$ cat src/sv/psba_ram.sv
// Generic single-clock RAM with one write port and one registered read port.
// The read data holds while the read enable is low. It has no dependencies.
module psba_ram #(
  parameter int DATA_W = 32,
  parameter int DEPTH  = 16
) (
  input  logic                                  clk_i,
  input  logic                                  we_i,
  input  logic [(DEPTH > 1 ? $clog2(DEPTH) : 1)-1:0] waddr_i,
  input  logic [DATA_W-1:0]                     wdata_i,
  input  logic                                  re_i,
  input  logic [(DEPTH > 1 ? $clog2(DEPTH) : 1)-1:0] raddr_i,
  output logic [DATA_W-1:0]                     rdata_o
);

  logic [DATA_W-1:0] mem_q [DEPTH];
  logic [DATA_W-1:0] rdata_q;

  always_ff @(posedge clk_i) begin
    if (we_i) begin
      mem_q[waddr_i] <= wdata_i;
    end
    if (re_i) begin
      rdata_q <= mem_q[raddr_i];
    end
  end

  assign rdata_o = rdata_q;

endmodule

$ cat config.mk
export PLATFORM = sky130hd
export DESIGN_NAME = psba_ram
export DESIGN_NICKNAME = d
export VERILOG_FILES = /design/src/sv/psba_ram.sv
export SDC_FILE = /design/constraint.sdc
export NUM_CORES = 1
export LEC_CHECK = 0
export BUFFER_PORTS_ARGS = -buffer_cell sky130_fd_sc_hd__buf_2
export CORE_MARGIN = 5
export CORE_UTILIZATION = 40
export CTS_CLUSTER_SIZE = 10
export DETAILED_ROUTE_END_ITERATION = 7
export PLACE_DENSITY = 0.6
export SLEW_MARGIN = 40
export SYNTH_ARGS = -nofsm -noshare
export SYNTH_HDL_FRONTEND = slang
export SYNTH_SLANG_ARGS = --single-unit
$ cat constraint.sdc
create_clock -name clk_i -period 4.25 [get_ports clk_i]
set_input_delay 0.6375 -clock clk_i [delete_from_list [all_inputs] [get_ports clk_i]]
set_output_delay 0.6375 -clock clk_i [all_outputs]
set_load 0.005 [all_outputs]
==> run summary <==
The routed design has 43.49 mm of wire. Dividing the synthesized area by the synthesized cell count gives 24.07 sq um. The buffer count from post-CTS setup fixing came out at 0. Once the clock tree was built, the resizer swapped 0 gates to a different size. The highest achievable clock rate came out at 480.6 MHz. Most congested layer reported by global routing: met2. Final hold analysis gives a worst-case slack of 0.4125 ns.

The flow ran to the end, and the final reports show no timing, DRC or antenna violations. The maximum ir drop on the vdd rail was 0.0003143 V. Entering global routing, the biggest net connects 56 pins.

The core footprint is 50070 sq um, and the number of DRC violations after detailed-routing iteration 0 is 810. Once layout is complete, the cells apart from fillers number 1646. The portion of the clock cycle consumed by the worst path in the final layout is 48.96%, and the worst stage delay on the critical path is 0.56 ns. After detailed placement, the design holds a cell count of 1579.

The setup violation total in the final timing report was 0. After the last flow step, the layout net total stands at 1012. The tools report the TritonCTS buffer count as 60. The floorplan has 82 rows. Portion of the post-synthesis area used by sequential elements: 80.97%.

The cts-stage hold buffer count was 0; the clock slew seen by the registers of the worst setup and hold paths was 0.05 ns. The number of warnings reported in the yosys synthesis log is 0, and the number of antenna violations at the first check in global routing is 2. The clock net in this run drives a total of 544 sinks. Setup repair after global routing left no endpoint under its margin.

The tools report the latest clock arrival within the worst-skew pair as 0.60 ns. In the global route stage, met1 resource usage came out at 23.73%. Global routing used 25.29% of the available met2 tracks.

Worst clock skew: 0.02004 ns. The sort of element at the end of the critical path is a register. Number of cells on the worst reg-to-reg path: 3. Along the worst path, the maximum fanout reaches 51.

The floorplan step defined a die boundary enclosing 55030 sq um. TritonCTS built the clock tree. The number of H-tree levels is 2, and the initial standard-cell utilization of the core is 40.29%. The cell at the root of the clock tree was clkbuf_16.

At the pin with the least slew margin, the transition time is 0.7364 ns. Port buffering added 74 buffers. The startpoint identified for the worst hold timing path is wdata_i[23]. The setup path with the least slack is of type input port to register. The tools report the maximum buffer depth of the clock tree as 3. Synthesis produced a netlist whose cell count is 838. Global routing used 3.751% of the available met3 tracks. The minimum setup slack among reg-to-reg paths came out at 2.78 ns. The post-detailed-route count of antenna-violating nets is 0, and the via count of the first global-routing pass is 9512. In the final layout, the multi-input gates occupy 3751 sq um. The area taken by flip-flops and latches is 16340 sq um, and the vertical die dimension is 234.6 um. The run gives 0 as the count of final max-slew check failures. The path class of the tightest hold or removal check is input port to register. The worst setup path is launched from an input port. The tools report the net count of the mapped netlist as 881. In this run, synthesis produced a sequential element count of 544.

The logs give 46.52% for the final core utilization and 20170 sq um for the cell area after synthesis. The final total negative setup slack is 0 ns, and the count of cells along the worst hold path is 1. The cell with the largest stage delay on the worst path was mux4_2. The first global-routing pass estimated 64.59 mm of wire. For the worst setup path, the data required time is 4.59 ns. Measured against its own limit, the worst slew margin works out to 50.79%. During I/O placement, the number of pins put on the boundary was 75.

Cell area power density: 474.2 nW/um^2. The worst register-to-register path ends at rdata_o[21]. The overall global routing resource usage came out at 16.14%. At the worst endpoint, the arrival time is 2.42 ns. From synthesis to final layout, the design area changed by 15.44%.

The routed layout has 8954 vias. The switching power as a share of total power is 19.74%, and the last weighted congestion value of the routability-driven placer is 0.6936. The tools report the logic gate share of total power as 4.8%. The tools report the number of different library cells in the post-synthesis netlist as 17. The share of total power in sequential cells was 55.1%. Total power for the finished layout comes to 11.04 mW. The HPWL after detailed placement is 23.91 mm.

The final critical delay including setup and external delays is 2.081 ns. The die is 234.6 um wide. The first TritonRoute pass finished after 6 iterations. In the final routed layout, each cell accounts on average for 26.42 um. The share of post-route cells with drive strength above 1 was 33.44%; the number of vias per cell was 5.440. The logs give 2.180 mW for the net load switching power and 4154 for the layout filler cell count. In this run the static leakage power is 7.391 nW. The startpoint identified for the worst register-to-register timing path is mem_q[3][21]. The path with the worst hold slack has its endpoint at mem_q[0][23]. Number of hold-slack violations in the final timing report: 0. The share of total power dissipated in the clock network is 40.2%. Across the run, the number of max-cap violations was 0. The post-route DRC violation count came out at 0. The internal power is 8.865 mW. Traced cell by cell, the critical path runs through clkbuf_8 > buf_12 > mux4_2 > a22oi_1 > nand2_1. The final global-route overflow total came out at 0.
==> worst max-delay path, delay by kind of cell <==
| kind | cells | cell delay (ns) |
|---|---|---|
| AOI/OAI and AO/OA | 1 | 0.19 |
| buffers and inverters | 2 | 0.87 |
| muxes | 1 | 0.56 |
| and+or+nand+nor | 1 | 0.08 |
==> area by class of cell <==
cell class,count,share of cell area [%]
multi-input combinational,251,16.11
clock inverter,3,0.2149
tap,672,3.610
sequential,544,70.14
timing repair buffer,112,3.245
antenna,2,0.02149
clock buffer,62,6.662
==> metrics by stage <==
stage | worst slack [ns] | cell area [sq um]
final | 2.169 | 23290
after CTS | 2.168 | 23280
after floorplan | 0.4329 | 20170
after global routing | 2.027 | 23280
after global placement | 1.520 | 21610
after detailed placement | 1.535 | 21680
==> power by group through the flow <==
stage               sequential, mW  combinational, mW  clock [mW]
global placement              6.19              0.519           0
finish                        6.08              0.526        4.44
floorplan                     6.19              0.289           0
CTS                           6.08              0.540        4.55
detailed placement            6.19              0.539           0
global route                  6.09              0.573        4.79
==> layout by cell type, fill, tap and decap left out <==
| cell type | count |
|---|---|
| nand3b_1 | 2 |
| nor2_4 | 13 |
| buf_2 | 72 |
| nor3_2 | 4 |
| nor2b_4 | 2 |
| and2_4 | 1 |
| clkbuf_16 | 62 |
| nand2_1 | 33 |
| clkbuf_8 | 1 |
| or3b_2 | 1 |
| a22oi_1 | 64 |
| diode_2 | 2 |
| clkinv_1 | 1 |
| buf_4 | 32 |
| buf_8 | 1 |
| nand3_1 | 1 |
| edfxtp_1 | 544 |
| buf_6 | 1 |
| clkinv_8 | 1 |
| nand2b_1 | 2 |
| mux4_2 | 128 |
| bufinv_16 | 1 |
| buf_16 | 2 |
| buf_12 | 3 |
==> registers in the layout (all words and copies together) (netlist names) <==
name     cells
mem_q      512
rdata_o     32
==> cells in the mapped netlist <==
cell type | count | share of area [%]
buf_6 | 2 | 0.11
nor2_1 | 13 | 0.24
nand3_1 | 1 | 0.025
nand2_1 | 33 | 0.61
buf_1 | 9 | 0.17
edfxtp_1 | 544 | 81
nand3b_1 | 2 | 0.074
clkbuf_1 | 17 | 0.32
a22oi_1 | 64 | 2.4
and2_1 | 1 | 0.031
nor2b_1 | 2 | 0.062
nor3_1 | 4 | 0.099
nand2b_1 | 2 | 0.062
or3b_2 | 1 | 0.043
mux4_2 | 128 | 14
buf_2 | 4 | 0.099
buf_4 | 11 | 0.41
==> layer usage <==
| layer | share of wire [%] | wire, um |
|---|---|---|
| met1 | 45 | 19440 |
| met3 | 6.3 | 2732 |
| met5 | 0 | 0 |
| met2 | 48 | 20820 |
| met4 | 1.1 | 494 |
==> worst max-delay path by stage <==
stage / cells after the start / slack [ns] / from / endpoint
finish: 5 / 2.17 / raddr_i[0] / rdata_o[23]
global route: 5 / 2.03 / raddr_i[0] / rdata_o[23]
CTS: 5 / 2.17 / raddr_i[0] / rdata_o[23]
detailed placement: 5 / 1.54 / raddr_i[0] / rdata_o[22]
global placement: 5 / 1.52 / raddr_i[0] / rdata_o[4]
floorplan: 2 / 0.43 / waddr_i[2] / mem_q[0][0]
==> cell families (layout without fill, tap and decap cells) <==
group / after synthesis / after routing / synth area share (%)
compound gates: 64 / 64 / 2.382
buf+inv: 43 / 177 / 1.104
flops: 544 / 544 / 80.97
mux: 128 / 128 / 14.29
other cells: 0 / 2 / 0
simple gates: 59 / 59 / 1.253
Power figures use the tool's default switching activity.
